## config.mk

```make
export PLATFORM = sky130hd
export DESIGN_NAME = rtld_cell
export DESIGN_NICKNAME = d
export VERILOG_FILES = /design/src/rtl/rtld_pkg.sv /design/src/rtl/rtld_cell.sv
export SDC_FILE = /design/constraint.sdc
export NUM_CORES = 1
export LEC_CHECK = 0
export ABC_AREA = 1
export CAP_MARGIN = 20
export CORE_ASPECT_RATIO = 1.4
export CORE_UTILIZATION = 35
export CTS_CLUSTER_SIZE = 24
export DETAILED_ROUTE_END_ITERATION = 10
export DONT_BUFFER_PORTS = 1
export PLACE_DENSITY_LB_ADDON = 0.15
export SLEW_MARGIN = 0
export SYNTH_ARGS = -nofsm -noshare
export SYNTH_HDL_FRONTEND = slang
export SYNTH_SLANG_ARGS = --single-unit
```

## constraint.sdc

```tcl
create_clock -name i_clk -period 2.76 [get_ports i_clk]
set_input_delay 0.828 -clock i_clk [delete_from_list [all_inputs] [get_ports i_clk]]
set_output_delay 0.828 -clock i_clk [all_outputs]
set_load 0.1 [all_outputs]
```

## src/rtl/rtld_pkg.sv

```systemverilog
// ----------------------------------------------------------------------------
// rtld_pkg: shared types and codes of the record table
// Operation and status codes, the record and probe types passed along the
// cell chain, and the control group broadcast to every cell.
// ----------------------------------------------------------------------------
`default_nettype none

package rtld_pkg;

    localparam int DEFAULT_CAPACITY = 32;

    localparam int KEY_W   = 16;
    localparam int NAME_W  = 16;
    localparam int SCORE_W = 7;

    localparam logic [SCORE_W-1:0] MAX_SCORE = 7'd100;

    localparam logic [1:0] MODE_INSERT = 2'd0;
    localparam logic [1:0] MODE_LOOKUP = 2'd1;
    localparam logic [1:0] MODE_ERASE  = 2'd2;

    localparam logic [1:0] ST_OK        = 2'd0;
    localparam logic [1:0] ST_NOT_FOUND = 2'd1;
    localparam logic [1:0] ST_FULL      = 2'd2;
    localparam logic [1:0] ST_EMPTY     = 2'd3;

    typedef struct packed {
        logic [KEY_W-1:0]   key;
        logic [NAME_W-1:0]  name;
        logic [SCORE_W-1:0] score;
    } t_rec;

    // Search item that walks the chain, one cell per cycle.
    typedef struct packed {
        logic             act;
        logic             erase;
        logic [KEY_W-1:0] key;
        logic             hit;
        t_rec             rec;
    } t_probe;

    typedef struct packed {
        logic wr;
        logic shift;
    } t_cell_ctl;

endpackage

`default_nettype wire

```

## src/rtl/rtld_cell.sv

```systemverilog
// ----------------------------------------------------------------------------
// rtld_cell: one slot of the record table
// Holds one record, loads it on insert, takes its upper neighbor's record
// when the gap closes, and updates the passing probe.
// ----------------------------------------------------------------------------
`default_nettype none

module rtld_cell #(
    parameter int CAPACITY = rtld_pkg::DEFAULT_CAPACITY,
    parameter int IDX      = 0,
    localparam int IDX_W   = $clog2(CAPACITY),
    localparam int CNT_W   = $clog2(CAPACITY + 1)
) (
    input  wire                   i_clk,
    input  wire                   i_rst_n,
    input  rtld_pkg::t_cell_ctl   i_ctl,
    input  rtld_pkg::t_rec        i_wr_rec,
    input  rtld_pkg::t_rec        i_nxt_rec,
    input  wire  [CNT_W-1:0]      i_count,
    input  wire  [IDX_W-1:0]      i_sel,
    input  rtld_pkg::t_probe      i_probe,
    input  wire  [IDX_W-1:0]      i_idx,
    output rtld_pkg::t_probe      o_probe,
    output logic [IDX_W-1:0]      o_idx,
    output rtld_pkg::t_rec        o_rec
);

    rtld_pkg::t_rec   r_rec;
    rtld_pkg::t_probe r_probe, n_probe;
    logic [IDX_W-1:0] r_idx, n_idx;
    logic             w_occ;

    assign w_occ = i_count > CNT_W'(IDX);

    always_comb begin
        n_probe = i_probe;
        n_idx   = i_idx;
        if (i_probe.act && w_occ) begin
            if (!i_probe.erase) begin
                // first match wins: later cells see hit and pass through
                if (!i_probe.hit && r_rec.key == i_probe.key) begin
                    n_probe.hit = 1'b1;
                    n_probe.rec = r_rec;
                    n_idx       = IDX_W'(IDX);
                end
            end else begin
                // strict less-than keeps the earliest of equal scores
                if (!i_probe.hit || r_rec.score < i_probe.rec.score) begin
                    n_probe.hit = 1'b1;
                    n_probe.rec = r_rec;
                    n_idx       = IDX_W'(IDX);
                end
            end
        end
    end

    always_ff @(posedge i_clk) begin
        if (!i_rst_n) begin
            r_probe <= '0;
        end else begin
            r_probe <= n_probe;
        end
        r_idx <= n_idx;
    end

    always_ff @(posedge i_clk) begin
        if (i_ctl.wr && i_count == CNT_W'(IDX)) begin
            r_rec <= i_wr_rec;
        end else if (i_ctl.shift && IDX_W'(IDX) >= i_sel) begin
            r_rec <= i_nxt_rec;
        end
    end

    assign o_probe = r_probe;
    assign o_idx   = r_idx;
    assign o_rec   = r_rec;

endmodule

`default_nettype wire

```

# Word-level counts from Yosys, hierarchy flattened
# Cells that the tools add are included.
[word_totals] register_bits=102 latch_bits=0 mem_bits_rw=0 mem_bits_ro=0 input_bits=156 out_inout_bits=102 memories=0
[op_classes] addsub=0 multipliers=0 div=0 magnitude_cmp=3 eq_ne=1 n_shift=0 muxes=10 bitwise=0 reduce_logical=8
[ops] operator="$mux W40" n=4
[ops] operator="$mux W39" n=2
[ops] operator="$mux W5" n=4
[ops] operator="$eq A16 B16 Y1" n=1
[ops] operator="$lt A7 B7 Y1" n=1
[ops] operator="$gt A6 B1 Y1 const B" n=1
[ops] operator="$logic_not A6 Y1" n=1
[ops] operator="$ge A1 B5 Y1 const A" n=1
[ops] operator="$logic_and A1 B1 Y1" n=4
[ops] operator="$reduce_bool A2 Y1" n=1
[ops] operator="$logic_not A1 Y1" n=1
[ops] operator="$logic_or A1 B1 Y1" n=1

# Depth between registers and ports, before layout
# Gate-level depths: netlist (run 1).
[logic_depth] word_depth=5 ltp_mapped=13

# Least setup slack after synthesis (run 1)
# No wires, ideal clock.
[synth_path] path_kind="input port to flip-flop" from="input port i_sel[2]" to="register r_rec (netlist bit o_rec[0]) (enable)" setup_ns=0.397 arrival_time_ns=2.319 required_time_ns=2.363 setup_slack_ns=0.044 cell_stages=4 path_buffers=0 cell_sequence="or4_1 > nor2_1 > nand2_1 > nand2_1"
[synth_between] elab_chain_cells=3
[synth_lines] element="from (decl)" line="rtld_cell.sv:20" rtl="input wire [IDX_W-1:0] i_sel,"
[synth_lines] element="$ge A1 B5 Y1" line="rtld_cell.sv:69" rtl="end else if (i_ctl.shift && IDX_W'(IDX) >= i_sel) begin"
[synth_lines] element="$logic_and A1 B1 Y1" line="rtld_cell.sv:69"
[synth_lines] element="$reduce_bool A2 Y1 (no line)"
[synth_lines] element="to (signal assigned)" line="rtld_cell.sv:68" rtl="r_rec <= i_wr_rec;"
[synth_lines] element="to (signal assigned)" line="rtld_cell.sv:70" rtl="r_rec <= i_nxt_rec;"
[synth_lines] element="to (decl)" line="rtld_cell.sv:28" rtl="rtld_pkg::t_rec r_rec;"
# No other way between the ends.
# A chain may end at the register's enable or synchronous reset.

# Worst setup path after layout (run 1)
[layout_path] from="register r_rec (netlist bit o_rec[20])" to="output port o_rec[20] in the netlist's numbering"
[layout_rtl] element="to (decl)" line="rtld_cell.sv:25" rtl="output rtld_pkg::t_rec o_rec"
# No word-level cell between the ends.

==> results by group, run 1 <==
Timing
  • Setup_tns: 0 ns
  • Minimum clock period: 2.16 ns
  • Setup violators final: 0
  • Worst Max-Slew Pin Slew: 0.956 ns
  • Maximum operating frequency: 0.462 GHz
  • Slew Viols, Final: 0
  • Crit share post-route: 78.3%
  • Slew headroom: 36.2%
  • Unrepaired setup endpoints after global routing: no
  • Layout Skew: 0.00962 ns
  • Final hold viol count: 0

Power
  • Clock power frac: 33.3%
  • Maximum vdd drop: 252 uV
  • Power per cell area: 631 nW/um^2
  • Overall power: 3.80 mW
  • Net switching power: 1.28 mW
  • Internal power: 2.52 mW
  • P_leak: 3.24 nW
  • Comb power frac: 22.6%
  • Sequential group share of total power: 44.1%
  • Switching Share: 33.6%

Synth
  • Synth Area in Adders: 1.54%
  • Most used DFF post-synth: dfxtp_1
  • Syn Inst Count: 612
  • Largest family of logic cells by synthesized area: simple AND/OR/NAND/NOR gates
  • Yosys reg bits: 102
  • Mux contribution to synthesized area: 9.01%
  • Yosys top cell area share: 25.9%
  • Synth area leaders: dfxtp_1 (26%), edfxtp_1 (24%), nand2_1 (12%)
  • Post-Syn Area per Cell: 7.96 um^2
  • Synth Net Count: 774
  • Top cells by count, synth: nand2_1 (151), inv_1 (129), nor2_1 (72)
  • Most common cell in the synthesized netlist: nand2_1
  • Post-synthesis compound-gate area fraction: 4.47%
  • Synth warnings: 0
  • Distinct cells, synth: 19
  • Sequential share of the synthesized area: 49.9%
  • Post-synthesis simple-gate area fraction: 22.1%
  • Xor-xnor portion of the synthesized cell area: 0%
  • Mapped Area: 4870 um^2
  • FFs w/ async S/R, synth: 0%
  • EDFF count, synth: 39
  • Synth area leader: dfxtp_1

Critical path
  • Worst EP arrival: 1.33 ns
  • Crit. Startpoint: o_rec[20]
  • Worst Reg-to-Reg Cells: 10
  • Critical path type: register to output port
  • Crit. path cell count: 0
  • Crit path capture: o_rec[20]
  • CP Capture Type: output port
  • CP startpoint kind: register
  • CP Max Fanout: 2
  • WP data required: 1.93 ns
  • R2R Path Start: o_rec[4]
  • Reg2reg setup slack: 0.96 ns
  • RR Endpoint: o_probe[16]

Cells and area
  • Layout fillers: 1344
  • Layout cells sized above 1: 22.5%
  • Area grow syn2layout: 23.7%
  • Final cell count without fillers: 884
  • Antenna cells: 0
  • Final Instance Area: 6030 um^2
  • Final Core Density: 44.8%
  • Nets: 859

GRT
  • Pin count of the biggest net entering global routing: 59
  • Global route overflow: 0
  • Initial antenna violation count: 0
  • Met2 Use GR: 33.6%
  • Met3 global-route usage: 4.53%
  • Vias in the first global route: 3909
  • First-pass GRT wire length: 19.8 mm
  • Met1 Use GR: 19.5%
  • GRT Max-Usage Layer: met2
  • GR Util All Layers: 18.5%

Place
  • Post-DP HPWL: 9.83 mm
  • Placed cell area: 5730 um^2
  • Routability cong.: 0.772
  • Port Buffer Count: 0
  • Inst Count DP: 868

Floorplan
  • Die X: 102 um
  • Num rows: 50
  • Io pins: 258
  • Die Span Y: 142 um
  • Initial core utilization: 36.2%
  • Die ar.: 14400 um^2
  • Total core area: 13500 um^2

Drt
  • Final routed DRC violation total: 0
  • DRT iter0 DRCs: 100
  • Detailed Route WL: 13.3 mm
  • Vias per inst: 4.55
  • Detailed-route wire length per cell: 15.1 um
  • Initial DRT Pass Iterations: 4
  • Vias post-DR: 4021
  • Routed Antenna Nets: 0

Clock network
  • Hold buffer count at cts: 0
  • Max clock buf depth: 2
  • Root buffer cell: clkbuf_16
  • Clock Latency Late Sink: 0.35 ns
  • Post CTS Setup Buffer Count: 0
  • CTS buffer count: 9
  • CTS resizes: 0
  • Clk pin slew, worst setup/hold paths: 0.07 ns
  • CTS tree: yes
  • Clk sinks: 102
  • CTS H-tree lvls: 3

Outcome
  • Status: complete, no violations

Flow run
  • Max Cap Viol: 0

Worst hold path
  • Worst Hold Class: primary input to register
==> kinds of logic (layout without fill, tap and decap cells) <==
| kind of cell | Yosys count | in the layout |
|---|---|---|
| buffers and inverters | 155 | 245 |
| adder cells (fa/ha/maj) | 6 | 6 |
| multiplexers | 39 | 39 |
| flip-flops | 102 | 102 |
| AO/OA/AOI/OAI | 43 | 43 |
| AND/OR/NAND/NOR | 267 | 267 |
==> flip-flops by register name, indices dropped and copies added (netlist names) <==
name / flops
o_probe: 58
o_idx: 5
o_rec: 39
==> routing by layer <==
metal / share of wire [%] / vias up / wire (um)
met5: 0 / - / 0
met4: 2.3 / 0 / 312
met3: 7.8 / 19 / 1050
met2: 53 / 157 / 7120
met1: 36 / 1808 / 4870
li1: - / 2037 / -
==> placed cells by master, fill, tap and decap left out <==
cell type | synthesis | routed
or4_1 | 1 | 1
clkbuf_1 | 5 | 1
clkbuf_16 | 0 | 9
inv_1 | 129 | 129
clkinv_4 | 0 | 1
nand3_4 | 1 | 1
clkinvlp_4 | 0 | 2
clkinv_1 | 0 | 1
clkinv_2 | 0 | 1
buf_4 | 2 | 98
buf_12 | 0 | 2
nand3_1 | 40 | 40
dfxtp_1 | 63 | 63
nand2_2 | 1 | 4
mux2_2 | 39 | 39
o211ai_1 | 1 | 1
ha_1 | 6 | 6
bufinv_16 | 0 | 1
nand2_1 | 151 | 148
nor2_1 | 72 | 72
edfxtp_1 | 39 | 39
a21oi_1 | 42 | 42
nand4_1 | 1 | 1
==> metrics by stage <==
step | hold WS, ns | worst slack [ns]
after floorplan | 0.921 | 0.0443
after detailed placement | 0.680 | 0.446
final | 0.573 | 0.598
after global placement | 0.665 | 0.480
after global routing | 0.571 | 0.571
after CTS | 0.560 | 0.578
==> how the worst min path moves through the flow <==
stage | from | end | slack [ns] | cells after the start
6_report | i_probe[51] | o_probe[51] | 0.57 | 2
5_1_grt | i_probe[53] | o_probe[53] | 0.57 | 2
4_1_cts | i_idx[3] | o_idx[3] | 0.56 | 2
3_5_place_dp | o_rec[23] | o_probe[23] | 0.68 | 4
3_3_place_gp | o_rec[23] | o_probe[23] | 0.67 | 4
2_1_floorplan | i_probe[40] | o_probe[40] | 0.92 | 2
==> power groups by stage <==
stage	clock, mW	sequential, mW	combinational [mW]
4_1_cts	1.31	1.68	0.866
6_report	1.26	1.68	0.860
3_5_place_dp	0	1.71	0.864
5_1_grt	1.36	1.68	0.907
3_3_place_gp	0	1.71	0.858
2_1_floorplan	0	2.20	0.221
==> area by class of cell <==
cell class / instances / area (um^2) / share of cell area, %
well taps: 182 / 228 / 3.78
multi-input cells: 355 / 1810 / 30.1
clock inverters: 6 / 62.6 / 1.04
flip-flops and latches: 102 / 2430 / 40.4
repair buffers: 100 / 776 / 12.9
inverters: 129 / 484 / 8.04
clock buffers: 10 / 229 / 3.80
Power figures use the tool's default switching activity.
==> run 2, diff against run 1 <==
--- a/config.mk
+++ b/config.mk
@@ -5,7 +5,7 @@
 export SDC_FILE = /design/constraint.sdc
 export NUM_CORES = 1
 export LEC_CHECK = 0
-export ABC_AREA = 1
+export ABC_AREA = 0
 export CAP_MARGIN = 20
 export CORE_ASPECT_RATIO = 1.4
 export CORE_UTILIZATION = 35
==> constraint.sdc (replaced) <==
create_clock -name i_clk -period 2.2 [get_ports i_clk]
set_input_delay 0.66 -clock i_clk [delete_from_list [all_inputs] [get_ports i_clk]]
set_output_delay 0.66 -clock i_clk [all_outputs]
set_load 0.1 [all_outputs]
==> results by group, run 2 <==
Critical path
  • Critical-path cell list: xor2_1, nor4_2, buf_4, a41oi_4, nor2_2, and3_4, clkbuf_16, mux2i_1
  • Critical path type: register to register
  • Worst EP arrival: 2.36 ns (+1.03 ns)
  • CP Max Fanout: 10 (+8)
  • CP Capture Type: register
  • Slowest stage delay, CP: 0.41 ns
  • WP data required: 2.46 ns (+0.53 ns)
  • CP startpoint kind: register
  • CP max stage cell: edfxtp_1

Power
  • Maximum vdd drop: 416 uV (+65%)
  • Power per cell area: 822 nW/um^2 (+30%)
  • Overall power: 4.54 mW (+19%)
  • P_leak: 2.34 nW (-28%)

Clock network
  • Max clock buf depth: 2 (unchanged)
  • Hold buffer count at cts: 0 (unchanged)
  • CTS tree: yes
  • Clk sinks: 102 (unchanged)
  • Clk pin slew, worst setup/hold paths: 0.07 ns (about the same)
  • Clock Latency Late Sink: 0.34 ns (about the same)
  • CTS buffer count: 9 (unchanged)
  • CTS H-tree lvls: 3 (unchanged)
  • Root buffer cell: clkbuf_16

Timing
  • Crit share post-route: 95.5%
  • Setup violators final: 0 (unchanged)
  • PnR worst setup slack: 0.100 ns (-0.498 ns)
  • Unrepaired setup endpoints after global routing: yes
  • Slew Viols, Final: 0 (unchanged)
  • Final hold viol count: 0 (unchanged)
  • Worst Max-Slew Pin Slew: 0.344 ns (-0.612 ns)
  • Hold_ws: 0.440 ns (-0.132 ns)
  • Layout Skew: 0.00987 ns (+0.000253 ns)
  • Setup_tns: 0 ns (unchanged)
  • Maximum operating frequency: 0.476 GHz
  • Minimum clock period: 2.10 ns
  • Slew headroom: 76.9% (+41 points)

Drt
  • Vias post-DR: 2892 (-28%)
  • Routed Antenna Nets: 0 (unchanged)
  • Detailed Route WL: 10.5 mm (-21%)
  • Vias per inst: 4.70 (+3.4%)
  • Detailed-route wire length per cell: 17.1 um (+13%)
  • Final routed DRC violation total: 0 (unchanged)
  • Initial DRT Pass Iterations: 3 (-1)
  • DRT iter0 DRCs: 39 (-61%)

Worst hold path
  • Worst Hold Class: primary input to register

Place
  • Port Buffer Count: 0 (unchanged)
  • Placed cell area: 5160 um^2 (-9.9%)
  • Inst Count DP: 596 (-31%)
  • Routability cong.: 0.786 (+1.9%)
  • Setup WS pre-CTS: -0.383 ns (-0.829 ns)
  • Post-DP HPWL: 7.79 mm (-21%)

Synth
  • Syn Inst Count: 356 (-42%)
  • Yosys reg bits: 102 (unchanged)
  • Most common cell in the synthesized netlist: nand2_1
  • FFs w/ async S/R, synth: 0% (unchanged)
  • EDFF count, synth: 39 (unchanged)
  • Yosys top cell area share: 29.8% (+3.9 points)
  • Distinct cells, synth: 28 (+9)
  • Most used DFF post-synth: dfxtp_1
  • Synth warnings: 0 (unchanged)
  • Synth Net Count: 518 (-33%)
  • Mapped Area: 4240 um^2 (-13%)
  • Synth area leader: dfxtp_1
  • Synth area leaders: dfxtp_1 (30%), edfxtp_1 (28%), mux2_2 (10%)
  • Sequential share of the synthesized area: 57.4% (+7.5 points)
  • Top cells by count, synth: nand2_1 (83), dfxtp_1 (63), edfxtp_1 (39), mux2_2 (39), mux2i_1 (39)
  • Post-Syn Area per Cell: 11.9 um^2 (+50%)

Floorplan
  • Io pins: 258 (unchanged)
  • Initial core utilization: 35.9% (-0.37 points)
  • Die ar.: 12600 um^2 (-13%)
  • Num rows: 47 (-6.0%)
  • Die Span Y: 132 um (-6.6%)
  • Total core area: 11800 um^2 (-12%)
  • Die X: 95.0 um (-6.6%)

Cells and area
  • Final cell count without fillers: 615 (-30%)
  • Nets: 625 (-27%)
  • Max reg flops: 58 (unchanged)
  • Layout cells sized above 1: 37.4% (+15 points)
  • Area grow syn2layout: 30.4%
  • Commonest non-fill, non-tap cell in the layout: buf_4
  • Final Instance Area: 5530 um^2 (-8.3%)
  • Antenna cells: 0 (unchanged)
  • Final Core Density: 46.7% (+1.9 points)
  • Commonest non-fill, non-tap cells in the layout: buf_4 (111), nand2_1 (82), dfxtp_1 (63)
  • Layout fillers: 1104 (-18%)

GRT
  • Vias in the first global route: 2816 (-28%)
  • Initial antenna violation count: 0 (unchanged)
  • GR Util All Layers: 15.7% (-2.7 points)
  • First-pass GRT wire length: 14.5 mm (-26%)
  • Global route overflow: 0 (unchanged)
  • Pin count of the biggest net entering global routing: 98 (+66%)

Outcome
  • Status: complete, no violations

Flow run
  • Max Cap Viol: 0 (unchanged)
==> run 2: cell types whose count changed after synthesis, moves of 6 or more <==
cell,delta
mux2i_1,+39
and2_1,+18
nand3_1,-39
buf_2,-11
clkbuf_1,+6
a21oi_1,-41
xor2_1,+16
nor2_1,-68
nand2_1,-68
inv_1,-123
==> run 2: power by group <==
part           total [mW]  internal (mW)  switching (mW)
logic                1.02          0.240           0.782
registers            2.07           2.05          0.0248
clock network        1.45          0.770           0.678
==> run 2: per-layer routing <==
layer / vias up / GRT usage [%] / part of all wire [%]
met5: - / 0 / 0
met2: 149 / 28.7 / 53
met3: 15 / 4.84 / 9.0
met1: 1312 / 16.2 / 35
met4: 0 / 6.57 / 2.4
li1: 1416 / - / -
==> run 2: kinds of logic (layout without fill, tap and decap cells) <==
group           after synthesis  count (layout)  synth area share (%)
compound gates                6               6                 0.945
xor+xnor                     16              16                  3.31
fa+ha+maj                     6               6                  1.77
buf+inv                      26             138                  4.02
flops                       102             102                  57.4
mux                          78              78                  19.6
simple gates                122             122                  13.0
==> run 2: worst max-delay path, delay by kind of cell (launching register included) <==
kind | cells | cell delay [ns]
simple gates | 3 | 0.78
mux | 1 | 0.19
buf+inv | 2 | 0.38
flops | 1 | 0.41
xor+xnor | 1 | 0.17
compound gates | 1 | 0.09
==> run 2: layout make-up <==
cell class / count / area (um^2) / share of cell area [%]
Clock buffer: 11 / 233 / 4.21
Tap cell: 147 / 184 / 3.33
Timing Repair Buffer: 116 / 943 / 17.1
Inverter: 6 / 22.5 / 0.408
Sequential cell: 102 / 2430 / 44.0
Clock inverter: 5 / 33.8 / 0.611
Multi-Input combinational cell: 228 / 1680 / 30.3
==> run 2: final timing paths <==
check | cells past startpoint | slack [ns] | endpoint | startpoint
worst max-delay path | 8 | 0.1 | o_probe[6] | o_rec[33]
worst min-delay path | 1 | 0.44 | o_probe[52] | i_probe[52]
worst max register to register | 8 | 0.1 | o_probe[6] | o_rec[33]
worst min register to register | 3 | 0.79 | o_probe[9] | o_rec[9]
==> run 2: timing repair <==
item                                    CTS  global route
pin swaps                                 2             3
cloned                                    0             2
gates resized for setup                   2             4
setup buffers                             0             1
endpoints found under the setup margin   42            42
==> run 3, diff against run 2 <==
--- a/config.mk
+++ b/config.mk
@@ -7,12 +7,11 @@
 export LEC_CHECK = 0
 export ABC_AREA = 0
 export CAP_MARGIN = 20
-export CORE_ASPECT_RATIO = 1.4
-export CORE_UTILIZATION = 35
+export CORE_ASPECT_RATIO = 0.7
+export CORE_UTILIZATION = 42
 export CTS_CLUSTER_SIZE = 24
 export DETAILED_ROUTE_END_ITERATION = 10
 export DONT_BUFFER_PORTS = 1
-export PLACE_DENSITY_LB_ADDON = 0.15
 export SLEW_MARGIN = 0
 export SYNTH_ARGS = -nofsm -noshare
 export SYNTH_HDL_FRONTEND = slang
==> results by group, run 3 (synthesis gave the netlist of run 2 again) <==
Timing
  • Setup_tns: 0 ns (unchanged)
  • Slew Viols, Final: 0 (unchanged)
  • Maximum operating frequency: 0.489 GHz (+2.7%)
  • Slew headroom: 76.5% (-0.33 points)
  • Unrepaired setup endpoints after global routing: yes
  • Layout Skew: 0.00810 ns (-0.00177 ns)
  • Crit share post-route: 92.9% (-2.5 points)
  • Worst Max-Slew Pin Slew: 0.351 ns (+0.00665 ns)
  • Final hold viol count: 0 (unchanged)
  • Hold_ws: 0.439 ns (-0.00157 ns)
  • Minimum clock period: 2.04 ns (-0.0555 ns)
  • Setup violators final: 0 (unchanged)

Cells and area
  • Multi-input gate area: 1660 um^2 (-1.3%)
  • Commonest non-fill, non-tap cells in the layout: buf_4 (107), nand2_1 (82), dfxtp_1 (63)
  • Max reg flops: 58 (unchanged)
  • Layout cells sized above 1: 36.1% (-1.3 points)
  • Layout fillers: 860 (-22%)
  • Nets: 620 (-0.80%)
  • Commonest non-fill, non-tap cell in the layout: buf_4
  • Final Core Density: 56.1% (+9.3 points)
  • Antenna cells: 0 (unchanged)
  • Register area: 2430 um^2 (unchanged)
  • Area grow syn2layout: 29.1%

GRT
  • First-pass GRT wire length: 14.5 mm (about the same)
  • Initial antenna violation count: 0 (unchanged)
  • GR Util All Layers: 18.9% (+3.1 points)
  • Vias in the first global route: 2849 (+1.2%)
  • Pin count of the biggest net entering global routing: 98 (unchanged)
  • Global route overflow: 0 (unchanged)

Place
  • Post-DP HPWL: 7.51 mm (-3.5%)
  • Routability cong.: 0.746 (-5.1%)
  • Port Buffer Count: 0 (unchanged)

Critical path
  • CP max stage cell: edfxtp_1
  • Largest delay contributor family on the critical path: simple AND/OR/NAND/NOR gates
  • Worst Reg-to-Reg Cells: 8 (unchanged)
  • Worst EP arrival: 2.31 ns (-0.05 ns)
  • Critical path type: register to register
  • CP Capture Type: register
  • CP startpoint kind: register
  • Critical-path cell list: xor2_1, nor4_2, buf_4, a41oi_1, nor2_1, and3_4, buf_12, mux2i_1
  • CP Max Fanout: 17 (+7)
  • Slowest stage delay, CP: 0.41 ns (about the same)
  • Worst Path Buf+Inv: 2 (unchanged)
  • WP data required: 2.47 ns (about the same)
  • Reg2reg setup slack: 0.16 ns (+0.06 ns)
  • Crit. path cell count: 8 (unchanged)

Worst hold path
  • Worst hold path stage count: 1 (unchanged)
  • Worst Hold Class: primary input to register

Clock network
  • CTS H-tree lvls: 3 (unchanged)
  • CTS resizes: 0 (-2)
  • Root buffer cell: clkbuf_16
  • Clk pin slew, worst setup/hold paths: 0.07 ns (about the same)
  • Post CTS Setup Buffer Count: 0 (unchanged)
  • Clk sinks: 102 (unchanged)
  • Hold buffer count at cts: 0 (unchanged)
  • Clock Latency Late Sink: 0.34 ns (about the same)
  • Max clock buf depth: 2 (unchanged)
  • CTS tree: yes
  • CTS buffer count: 9 (unchanged)

Floorplan
  • Die X: 122 um (+28%)
  • Initial core utilization: 43.4% (+7.6 points)
  • Io pins: 258 (unchanged)
  • Die Span Y: 86.0 um (-35%)
  • Num rows: 30 (-36%)
  • Total core area: 9760 um^2 (-17%)
  • Die ar.: 10500 um^2 (-16%)

Drt
  • Initial DRT Pass Iterations: 4 (+1)
  • Final routed DRC violation total: 0 (unchanged)
  • DRT iter0 DRCs: 63 (+62%)
  • Vias post-DR: 2894 (+0.069%)
  • Vias per inst: 4.90 (+4.1%)
  • Detailed Route WL: 10.0 mm (-4.6%)
  • Detailed-route wire length per cell: 16.9 um (-0.68%)
  • Routed Antenna Nets: 0 (unchanged)

Outcome
  • Status: complete, no violations

Power
  • Maximum vdd drop: 426 uV (+2.5%)
  • P_leak: 2.34 nW (-0.21%)
  • Power per cell area: 863 nW/um^2 (+5.0%)

Flow run
  • Max Cap Viol: 0 (unchanged)
-- run 3: path summary, 6_finish.rpt --
check / startpoint / to
hold / removal: i_probe[55] / o_probe[55]
hold reg to reg: o_rec[11] / o_probe[11]
setup / recovery: o_rec[33] / o_probe[24]
setup reg to reg: o_rec[33] / o_probe[24]
-- run 3: power by group --
part	switching (mW)	total [mW]	internal [mW]
Sequential	0.0271	2.08	2.05
Clock	0.661	1.64	0.977
Combinational	0.779	1.01	0.230
Total	1.47	4.72	3.26
-- run 3: through the flow --
stage	setup WS [ns]	cells	area (um^2)	power [mW]
6_report	0.155	591	5470	4.72
5_1_grt	0.00956	591	5470	4.87
4_1_cts	0.00137	591	5460	4.76
3_5_place_dp	-0.229	575	5140	3.13
3_3_place_gp	-0.226	575	5140	3.12
2_1_floorplan	-0.209	356	4240	2.97
-- run 3: final cells by class --
class / instances / share of cell area (%)
multi-input combinational: 228 / 30.3
clock buffer: 15 / 5.69
inverter: 6 / 0.412
clock inverter: 1 / 0.114
sequential: 102 / 44.5
timing repair buffer: 111 / 16.1
tap: 128 / 2.93
-- run 3: layer usage --
metal | vias up | GRT usage, % | part of all wire, %
met5 | - | 0 | 0
met4 | 0 | 6.76 | 1.7
met3 | 13 | 7.78 | 10
met2 | 148 | 33.1 | 50
met1 | 1325 | 20.5 | 38
li1 | 1408 | - | -
